## src/sv/awd_pkg.sv

```systemverilog
`timescale 1ns / 1ps
// types and constants shared by the address window decoder files
package awd_pkg;

    localparam int ADDR_W = 16;
    localparam int SLOT_W = 4;
    localparam int DATA_W = 8;

    typedef enum logic [1:0] {
        OP_REGISTER = 2'd0,
        OP_REMOVE   = 2'd1,
        OP_READ     = 2'd2,
        OP_WRITE    = 2'd3
    } awd_op_t;

    typedef enum logic [1:0] {
        ST_OK      = 2'd0,
        ST_OVERLAP = 2'd1,
        ST_FULL    = 2'd2,
        ST_MISS    = 2'd3
    } awd_status_t;

    typedef enum logic {
        FSM_IDLE = 1'b0,
        FSM_SCAN = 1'b1
    } awd_fsm_t;

    typedef struct packed {
        logic [1:0]        op;
        logic [ADDR_W-1:0] address;
        logic [ADDR_W-1:0] window_size;
        logic [SLOT_W-1:0] slot;
        logic [DATA_W-1:0] write_data;
    } awd_cmd_t;

    typedef struct packed {
        logic [1:0]        status;
        logic [SLOT_W-1:0] hit_slot;
        logic [ADDR_W-1:0] offset;
        logic              is_write;
        logic [DATA_W-1:0] out_data;
    } awd_rsp_t;

    // query token that walks down the row of cells
    typedef struct packed {
        logic              go;
        awd_op_t           op;
        logic [ADDR_W-1:0] address;
        logic [ADDR_W-1:0] probe_mid;
        logic [ADDR_W-1:0] probe_end;
        logic [ADDR_W-1:0] window_size;
        logic [SLOT_W-1:0] slot;
        logic [DATA_W-1:0] write_data;
        logic              found;
        logic [SLOT_W-1:0] found_idx;
        logic [ADDR_W-1:0] found_offset;
        logic              free_found;
        logic [SLOT_W-1:0] free_idx;
    } awd_tok_t;

    // table update broadcast to all cells
    typedef struct packed {
        logic              set;
        logic              clr;
        logic [SLOT_W-1:0] idx;
        logic [ADDR_W-1:0] base;
        logic [ADDR_W-1:0] length;
    } awd_wr_t;

endpackage

```

## src/sv/awd_cell.sv

```systemverilog
`timescale 1ns / 1ps
// one table entry with its window compare stage
module awd_cell
    import awd_pkg::*;
#(
    parameter int IDX = 0
)
(
    input  logic     clk,
    input  logic     rst_n,
    input  awd_wr_t  wr,
    input  awd_tok_t tok_in,
    output awd_tok_t tok_out
);

    logic              valid_reg;
    logic [ADDR_W-1:0] base_reg;
    logic [ADDR_W-1:0] length_reg;
    logic              go_reg;
    awd_tok_t          tok_reg;
    awd_tok_t          tok_next;
    logic              hit_a;
    logic              hit_m;
    logic              hit_e;
    logic [ADDR_W:0]   limit;
    logic              my_slot;

    assign my_slot = (wr.idx == SLOT_W'(IDX));
    assign limit   = {1'b0, base_reg} + {1'b0, length_reg};

    // window holds probe when base <= probe < base + length, sum not wrapped
    assign hit_a = valid_reg && (base_reg <= tok_in.address)
                   && (limit > {1'b0, tok_in.address});
    assign hit_m = valid_reg && (base_reg <= tok_in.probe_mid)
                   && (limit > {1'b0, tok_in.probe_mid});
    assign hit_e = valid_reg && (base_reg <= tok_in.probe_end)
                   && (limit > {1'b0, tok_in.probe_end});

    always_comb
    begin
        tok_next = tok_in;
        case (tok_in.op)
            OP_REGISTER:
            begin
                if (hit_a || hit_m || hit_e)
                begin
                    tok_next.found = 1'b1;
                end
                if (!tok_in.free_found && !valid_reg)
                begin
                    tok_next.free_found = 1'b1;
                    tok_next.free_idx   = SLOT_W'(IDX);
                end
            end
            OP_READ, OP_WRITE:
            begin
                if (!tok_in.found && hit_a)
                begin
                    tok_next.found        = 1'b1;
                    tok_next.found_idx    = SLOT_W'(IDX);
                    tok_next.found_offset = tok_in.address - base_reg;
                end
            end
            default:
            begin
                tok_next = tok_in;
            end
        endcase
    end

    always_ff @(posedge clk or negedge rst_n)
    begin
        if (!rst_n)
        begin
            valid_reg <= 1'b0;
            go_reg    <= 1'b0;
        end
        else
        begin
            go_reg <= tok_in.go;
            if (wr.set && my_slot)
            begin
                valid_reg <= 1'b1;
            end
            else if (wr.clr && my_slot)
            begin
                valid_reg <= 1'b0;
            end
        end
    end

    always_ff @(posedge clk)
    begin
        tok_reg <= tok_next;
        if (wr.set && my_slot)
        begin
            base_reg   <= wr.base;
            length_reg <= wr.length;
        end
    end

    always_comb
    begin
        tok_out    = tok_reg;
        tok_out.go = go_reg;
    end

endmodule

```

## src/sv/address_window_decoder.sv

```systemverilog
`timescale 1ns / 1ps
// address window decoder top level: command control, cell row, result register
//
// channel   | signals              | handshake
// ----------+----------------------+----------------------------------------
// command   | start, busy, cmd     | taken at a clock edge with start & !busy
// response  | done, rsp            | done high one cycle, receiver cannot stall
//
// one transaction at a time: the command token enters cell 0 at the accepting edge
// and moves one cell per cycle; at the edge where it leaves the last cell the table
// update and the response register load, and busy stays high until that edge
// done rises at the edge where busy falls and stays high for one cycle; a new command
// may be taken in that cycle
// reset clears the valid marks and the control state, no clearing pass is needed
// the response side has no backpressure, every response is delivered on done
module address_window_decoder
    import awd_pkg::*;
#(
    parameter int SLOTS = 10
)
(
    input  logic     clk,
    input  logic     rst_n,
    input  logic     start,
    output logic     busy,
    input  awd_cmd_t cmd,
    output logic     done,
    output awd_rsp_t rsp
);

    awd_fsm_t  state_reg;
    awd_fsm_t  state_next;
    awd_tok_t  tok [SLOTS+1];
    awd_tok_t  tail;
    awd_wr_t   wr;
    awd_rsp_t  rsp_reg;
    awd_rsp_t  rsp_next;
    logic      done_reg;
    logic      accept;
    logic      slot_in_range;
    logic [SLOTS-1:0] go_vec;

    assign busy   = (state_reg == FSM_SCAN);
    assign accept = start && !busy;

    // head token straight from the command port, probes formed here once
    always_comb
    begin
        tok[0]              = '0;
        tok[0].go           = accept;
        tok[0].op           = awd_op_t'(cmd.op);
        tok[0].address      = cmd.address;
        tok[0].probe_mid    = cmd.address + {1'b0, cmd.window_size[ADDR_W-1:1]};
        tok[0].probe_end    = cmd.address + cmd.window_size;
        tok[0].window_size  = cmd.window_size;
        tok[0].slot         = cmd.slot;
        tok[0].write_data   = cmd.write_data;
    end

    // row of cells, one table entry each, token registered between neighbors
    for (genvar i = 0; i < SLOTS; i++)
    begin : g_cell
        awd_cell #(
            .IDX (i)
        ) u_cell (
            .clk     (clk),
            .rst_n   (rst_n),
            .wr      (wr),
            .tok_in  (tok[i]),
            .tok_out (tok[i+1])
        );
        assign go_vec[i] = tok[i+1].go;
    end

    assign tail = tok[SLOTS];
    assign slot_in_range = ({1'b0, tail.slot} < (SLOT_W+1)'(SLOTS));

    // state register
    always_ff @(posedge clk or negedge rst_n)
    begin
        if (!rst_n)
        begin
            state_reg <= FSM_IDLE;
        end
        else
        begin
            state_reg <= state_next;
        end
    end

    // next state
    always_comb
    begin
        state_next = state_reg;
        case (state_reg)
            FSM_IDLE:
            begin
                if (start)
                begin
                    state_next = FSM_SCAN;
                end
            end
            FSM_SCAN:
            begin
                // token leaving the last cell finishes the transaction
                if (tail.go)
                begin
                    state_next = FSM_IDLE;
                end
            end
            default:
            begin
                state_next = FSM_IDLE;
            end
        endcase
    end

    // response and table update from the token at the end of the row
    always_comb
    begin
        rsp_next  = '0;
        wr        = '0;
        wr.idx    = tail.free_idx;
        wr.base   = tail.address;
        wr.length = tail.window_size;
        case (tail.op)
            OP_REGISTER:
            begin
                if (tail.found)
                begin
                    rsp_next.status = ST_OVERLAP;
                end
                else if (!tail.free_found)
                begin
                    rsp_next.status = ST_FULL;
                end
                else
                begin
                    rsp_next.status   = ST_OK;
                    rsp_next.hit_slot = tail.free_idx;
                    wr.set            = tail.go;
                end
            end
            OP_REMOVE:
            begin
                rsp_next.status = ST_OK;
                wr.idx          = tail.slot;
                wr.clr          = tail.go && slot_in_range;
            end
            OP_READ, OP_WRITE:
            begin
                rsp_next.is_write = (tail.op == OP_WRITE);
                if (tail.found)
                begin
                    rsp_next.status   = ST_OK;
                    rsp_next.hit_slot = tail.found_idx;
                    rsp_next.offset   = tail.found_offset;
                    if (tail.op == OP_WRITE)
                    begin
                        rsp_next.out_data = tail.write_data;
                    end
                end
                else
                begin
                    rsp_next.status = ST_MISS;
                end
            end
            default:
            begin
                rsp_next = '0;
            end
        endcase
    end

    always_ff @(posedge clk or negedge rst_n)
    begin
        if (!rst_n)
        begin
            done_reg <= 1'b0;
        end
        else
        begin
            done_reg <= tail.go;
        end
    end

    always_ff @(posedge clk)
    begin
        if (tail.go)
        begin
            rsp_reg <= rsp_next;
        end
    end

    assign done = done_reg;
    assign rsp  = rsp_reg;

    // a response only comes once the scan has ended
    a_done_idle: assert property (@(posedge clk) disable iff (!rst_n)
        done |-> !busy)
        else $error("response while scan still running");

    // an accepted command holds off the next one
    a_accept_busy: assert property (@(posedge clk) disable iff (!rst_n)
        accept |=> busy)
        else $error("busy not raised after accept");

    // at most one token in the row of cells
    a_one_token: assert property (@(posedge clk) disable iff (!rst_n)
        $onehot0(go_vec))
        else $error("more than one token in the cell row");

    // a token only moves while a transaction is open
    a_token_busy: assert property (@(posedge clk) disable iff (!rst_n)
        (go_vec != '0) |-> busy)
        else $error("token in the row while idle");

    // misses report no slot and no offset
    a_miss_zero: assert property (@(posedge clk) disable iff (!rst_n)
        (done && rsp.status == ST_MISS) |-> (rsp.hit_slot == '0 && rsp.offset == '0))
        else $error("miss response carries slot or offset");

endmodule

```

## config.mk

```make
export PLATFORM = sky130hd
export DESIGN_NAME = address_window_decoder
export DESIGN_NICKNAME = d
export VERILOG_FILES = /design/src/sv/awd_pkg.sv /design/src/sv/awd_cell.sv /design/src/sv/address_window_decoder.sv
export SDC_FILE = /design/constraint.sdc
export NUM_CORES = 2
export LEC_CHECK = 0
export ABC_AREA = 1
export ABC_CLOCK_PERIOD_IN_PS = 3200
export BUFFER_PORTS_ARGS = -buffer_cell sky130_fd_sc_hd__clkbuf_2
export CAP_MARGIN = 10
export CORE_MARGIN = 2
export CORE_UTILIZATION = 45
export CTS_CLUSTER_DIAMETER = 120
export CTS_CLUSTER_SIZE = 20
export DETAILED_ROUTE_END_ITERATION = 6
export GPL_TIMING_DRIVEN = 0
export PLACE_DENSITY = 0.62
export SLEW_MARGIN = 40
export SYNTH_ARGS = -nofsm -noshare
export SYNTH_HDL_FRONTEND = slang
export SYNTH_SLANG_ARGS = --single-unit
```

## constraint.sdc

```tcl
create_clock -name clk -period 3.2 [get_ports clk]
set_input_delay 0.96 -clock clk [delete_from_list [all_inputs] [get_ports clk]]
set_output_delay 0.96 -clock clk [all_outputs]
set_load 0.02 [all_outputs]
```

# After elaboration in Yosys (flattened, before gate mapping)

Index checks and enable logic that the tools add are counted.

Flip-flop bits (word level): 1,381
Input port bits: 49
Output and inout port bits: 33
Word-level logic and storage cells: 558

Reduce and logical (&&, ||, !) cells: 184
Order comparisons: 61
Eq/ne operators: 32
Muxes and demuxes: 93
Add/sub/neg operators: 22
Bitwise logic cells: 1

Operators with widths:

| operator                                                              | number |
|---|---|
| 17-bit by 16-bit greater-than comparator with 1-bit output            | 30 |
| 16-bit <= comparator                                                  | 30 |
| 21-bit two-way mux                                                    | 10 |
| 20-bit two-way mux                                                    | 10 |
| 16-bit by 16-bit adder with 17-bit output                             | 10 |
| 16-bit subtractor                                                     | 10 |
| 1-bit logical AND                                                     | 100 |
| 5-bit two-way mux                                                     | 20 |
| 2-bit equality test, second input constant                            | 22 |
| 1-bit two-way mux                                                     | 35 |
| 1-bit zero test                                                       | 28 |
| 2-bit zero test                                                       | 11 |
| 1-bit case mux with 2 select lines                                    | 11 |
| 2-bit OR reduction                                                    | 11 |
| 1-bit logical OR                                                      | 20 |
| 2-bit nonzero test                                                    | 10 |
| 16-bit by 15-bit adder with 16-bit output                             | 1 |
| 16-bit adder                                                          | 1 |
| 4-bit by 3-bit equality test with 1-bit output, second input constant | 4 |
| 4-bit by 2-bit equality test with 1-bit output, second input constant | 2 |
| 4-bit equality test, second input constant                            | 2 |
| 4-bit two-way mux                                                     | 2 |
| 4-bit case mux with 2 select lines                                    | 1 |
| 2-bit two-way mux                                                     | 3 |
| 8 further kinds                                                       | 9 |

# Longest topological paths before layout

Depth in word-level cells: 8
Gate-level depth with buffers: 28
Gate-level depth less buffers: 28

# By module

From an unflattened synthesis, not the netlist that was laid out.

Cell total of the unflattened synthesis: 8,264
Area total of the unflattened synthesis: 74,173.6 um^2

Modules (own cells, without submodules):

| module                           | instances | area each (um^2) | sequential area each (um^2) | cells each |
|---|---|---|---|---|
| awd_cell at g_cell[5].u_cell ... | 2         | 7,120.6          | 3,093.0                     | 776 |
| awd_cell at g_cell[2].u_cell     | 1         | 7,146.9          | 3,093.0                     | 780 |
| awd_cell at g_cell[8].u_cell     | 1         | 7,123.1          | 3,093.0                     | 777 |
| awd_cell at g_cell[7].u_cell     | 1         | 7,121.8          | 3,093.0                     | 775 |
| awd_cell at g_cell[4].u_cell     | 1         | 7,084.3          | 3,093.0                     | 790 |
| awd_cell at g_cell[3].u_cell     | 1         | 7,081.8          | 3,093.0                     | 789 |
| awd_cell at g_cell[0].u_cell     | 1         | 7,080.5          | 3,093.0                     | 789 |
| awd_cell at g_cell[9].u_cell     | 1         | 7,049.3          | 3,093.0                     | 770 |
| awd_cell at g_cell[1].u_cell     | 1         | 7,029.2          | 3,093.0                     | 766 |
| address_window_decoder           | 1         | 3,215.6          | 980.9                       | 476 |

# Least setup slack after synthesis

Ideal clock, no wire load.

Kind: input-to-reg
Start point: input cmd[13] (netlist bit)
End point: register g_cell[0].u_cell.tok_reg, in the netlist g_cell[0].u_cell.tok_out[25]
Setup time: 0.109 ns
Cell stages on the path: 23
Setup slack: -0.623 ns
Data arrival time: 3.714 ns
Cells stage by stage: ha_1 -> inv_1 -> fa_1 -> o21ai_2 -> nand4_1 -> nand2_1 -> a21boi_1 -> o21ai_0 -> a21oi_1 -> o21bai_1 -> xor2_1 -> ha_1 -> nand2_1 -> inv_1 -> nand3_1 -> nor3_1 -> nand2_1 -> o2111ai_1 -> a21oi_1 -> nand3_1 -> nand3_1 -> nand2_1 -> inv_1

RTL lines:

| element              | line                         | text |
|---|---|---|
| from (decl)          | address_window_decoder.sv:26 | `input awd_cmd_t cmd,` |
| to (signal assigned) | awd_cell.sv:94               | `tok_reg <= tok_next;` |
| to (decl)            | awd_cell.sv:20               | `awd_tok_t tok_reg;` |

==> results.md <==
* Status: finished with violations
* Failing checks: negative setup slack
* Reg2reg start: g_cell[8].u_cell.base_reg[0]
* Setup Crit Path Kind: flop to flop
* RSZ-0062 raised after global routing: true
* Worst-Margin Slew at 0.811 ns
* Pins Over Slew Limit at 0
* P&R area growth vs syn at 20.8%
* R2R depth at 26
* Die area at 160000 sq um
* Arrival @ worst endpoint at 4.41 ns
* Post-DP HPWL at 193 mm
* Critical-path top delay cell: edfxtp_1
* Worst-Skew Late Latency at 0.74 ns
* Core area at ~160000 sq um
* CTS Buffer Depth at 3
* CTS tree: built
* Top post-synthesis cells by area: dfxtp_1, ha_1, edfxtp_1
* Fin worst setup slack at -0.598 ns
* Finished Layout Cells at about 10000
* H-tree lvl count at 3
* Initial antenna violation count at 26
* Post-synth top cells: inv_1, nand2_1, ha_1
* Final wirelength at 248 mm
* GRT Total Usage at 29.9%
* Power per cell area at 443 nW/um^2
* Synth Register Bits at between 1000 and 1500
* Inst Count DP at 9950
* Reg clk slew, reported paths at 0.09 ns
* Post-synth EDFFs at 351
* First-pass GRT wire length at 352 mm
* Fin Clk Skew at around 0.037 ns
* Relative slew slack at about 46%
* Number of routed nets with antenna violations at 0
* Register area share after synthesis at 43.4%
* Initial DRT Pass Iterations at 6
* Yosys top cell by area: dfxtp_1
* Synthesized area at 70700 sq um
* Num CTS Buffers at 80
* Final hold violations at 0
* Yosys cell types at 59
* Placer Congestion at 0.998
* Largest net degree at the start of global routing at 36
* Final Setup Violations at 195
* Via/cell ratio at 5.35
* DRC Markers at 0
* Mapped Cells at 7782
* CP startpoint: g_cell[8].u_cell.base_reg[0]
* Ys async rst share at 1.63%
* Chip height at 400 um
* Max Freq at 0.263 GHz
* YS warnings at 0
* # port buffers at between 80 and 90
* Slowest stage delay, CP at 0.41 ns
* Worst Setup EP: g_cell[8].u_cell.tok_out[11]
* Vias in the first global route at 53829
* Initial Util at 45.3%
* Final net count at 9553
* Drt wl/cell at about 24 um
* Final period util at 119%
* Synth Net Count at 9003
* Routed vias at 55998
* Finished Core Util at between 50% and 60%
* Die width at 400 um
* Hold crit path type: input pin to asynchronous set/reset pin
* Total gr overflow at 0
* Peak supply drop at 0.000492 V
* Max_cap viols at 0
* CP Capture Type: flop
* Avg Inst Size Synth at approximately 9.1 sq um
* Main synth FF type: dfxtp_1
* Layout cell share with drive strength beyond 1 at a little under a fifth
* Worst EP required at between 3 and 4 ns
* Crit start category: flop
* Rows at 145
* Drt initial violations at 4573
* Leakage power at 0.0399 uW
* Crit Path Max Fanout at 6
* Post-synth top area share at 27.7%
* Setup tns final at -87.60 ns
* Hold_ws at 0.266 ns
* Count leader, synth: inv_1
* Fin crit period at 3.80 ns
* Reg-to-Reg End: g_cell[8].u_cell.tok_out[11]
* Io pins at between 80 and 90
* Reg-to-reg slack, setup at -0.60 ns
* Number of flip-flops in the largest register at 978
* Clk root buf: clkbuf_16
* CTS Sinks at 1351
critical path: cells and delay by family (launching register included):
family	cells	cell delay [ns]
simple gates	14	1.25
compound gates	5	0.74
buf+inv	3	0.27
fa+ha+maj	3	0.71
flops	1	0.41
xor+xnor	1	0.29
cells by family after synthesis:
kind of cell / Yosys count / synth area share, %
and+or+nand+nor: 2300 / 14.2
DFF: 1351 / 43.4
buffers and inverters: 1345 / 7.26
AOI/OAI and AO/OA: 1318 / 10.5
adders and majority gates: 1172 / 21.0
xor gates and xnor gates: 296 / 3.67
worst min path at each step:
stage                                             from                            to  slack [ns]
after global placement    g_cell[4].u_cell.tok_out[44]  g_cell[5].u_cell.tok_out[44]        0.31
final                                            rst_n       g_cell[3].u_cell.go_reg        0.27
after floorplan           g_cell[0].u_cell.tok_out[26]  g_cell[1].u_cell.tok_out[26]        0.31
after detailed placement  g_cell[8].u_cell.tok_out[45]  g_cell[9].u_cell.tok_out[45]        0.31
after global routing                             rst_n    g_cell[0].u_cell.valid_reg        0.29
after CTS                                        rst_n    g_cell[0].u_cell.valid_reg        0.24
area by class of cell:
class,count,area [sq um]
inverter,1315,4960
clock inverter,16,236
fill,14030,70800
tap,2058,2570
sequential,1351,30800
antenna,24,60.1
clock buffer,128,2200
multi-input combinational,5088,40000
timing repair buffer,466,4230
buffer,30,424
through the flow:
stage	area, sq um	setup WS, ns	power (uW)
floorplan	71100	-0.448	23700
global placement	74100	-1.73	26400
detailed placement	74900	-1.78	26600
CTS	82400	-0.595	37700
global route	85400	-0.817	39600
finish	85400	-0.598	37900
cell usage in the layout, fill, tap and decap left out, types with 20 or more instances in the layout:
cell,instances
buf_4,288
a21oi_1,627
nor3_1,88
o21ai_2,107
xor2_2,35
clkbuf_1,49
diode_2,24
o211ai_1,30
nand2_4,95
clkbuf_16,91
clkbuf_2,77
nand3_2,23
ha_4,92
nand3_1,208
nor2_1,294
ha_1,1042
o21a_1,36
nand4_1,165
o21ai_0,190
buf_16,20
inv_2,69
nand2_1,1043
o21ai_1,48
xnor2_1,97
a31oi_1,20
a21oi_2,65
nor4_1,31
nand2_2,159
edfxtp_1,351
nor2_2,32
dfxtp_1,946
dfrtp_1,21
inv_1,1238
nor2_4,60
buf_8,25
buf_6,60
xor2_1,134
report_power, final:
group          switching, uW  internal [uW]
Sequential              1500          18600
Clock                   6050           4950
Combinational           4190           2580
Total                  11700          26100
what timing repair did:
| action | 4_1_cts | 5_1_grt |
|---|---|---|
| endpoints found under the setup margin | 195 | 195 |
| cloned | 22 | 6 |
| hold buffers | 0 | 0 |
| buffers inserted | 233 | 108 |
| gates resized for setup | 695 | 490 |
| pin swaps | 257 | 279 |
routing by layer:
metal / global-route usage (%) / wire length (um) / share of wire (%)
met5: 0 / 0 / 0
met4: 11.7 / 9640 / 3.9
met3: 3.26 / 14000 / 5.6
met2: 49.9 / 117000 / 47
met1: 39.9 / 108000 / 43
Power figures use the tool's default switching activity.
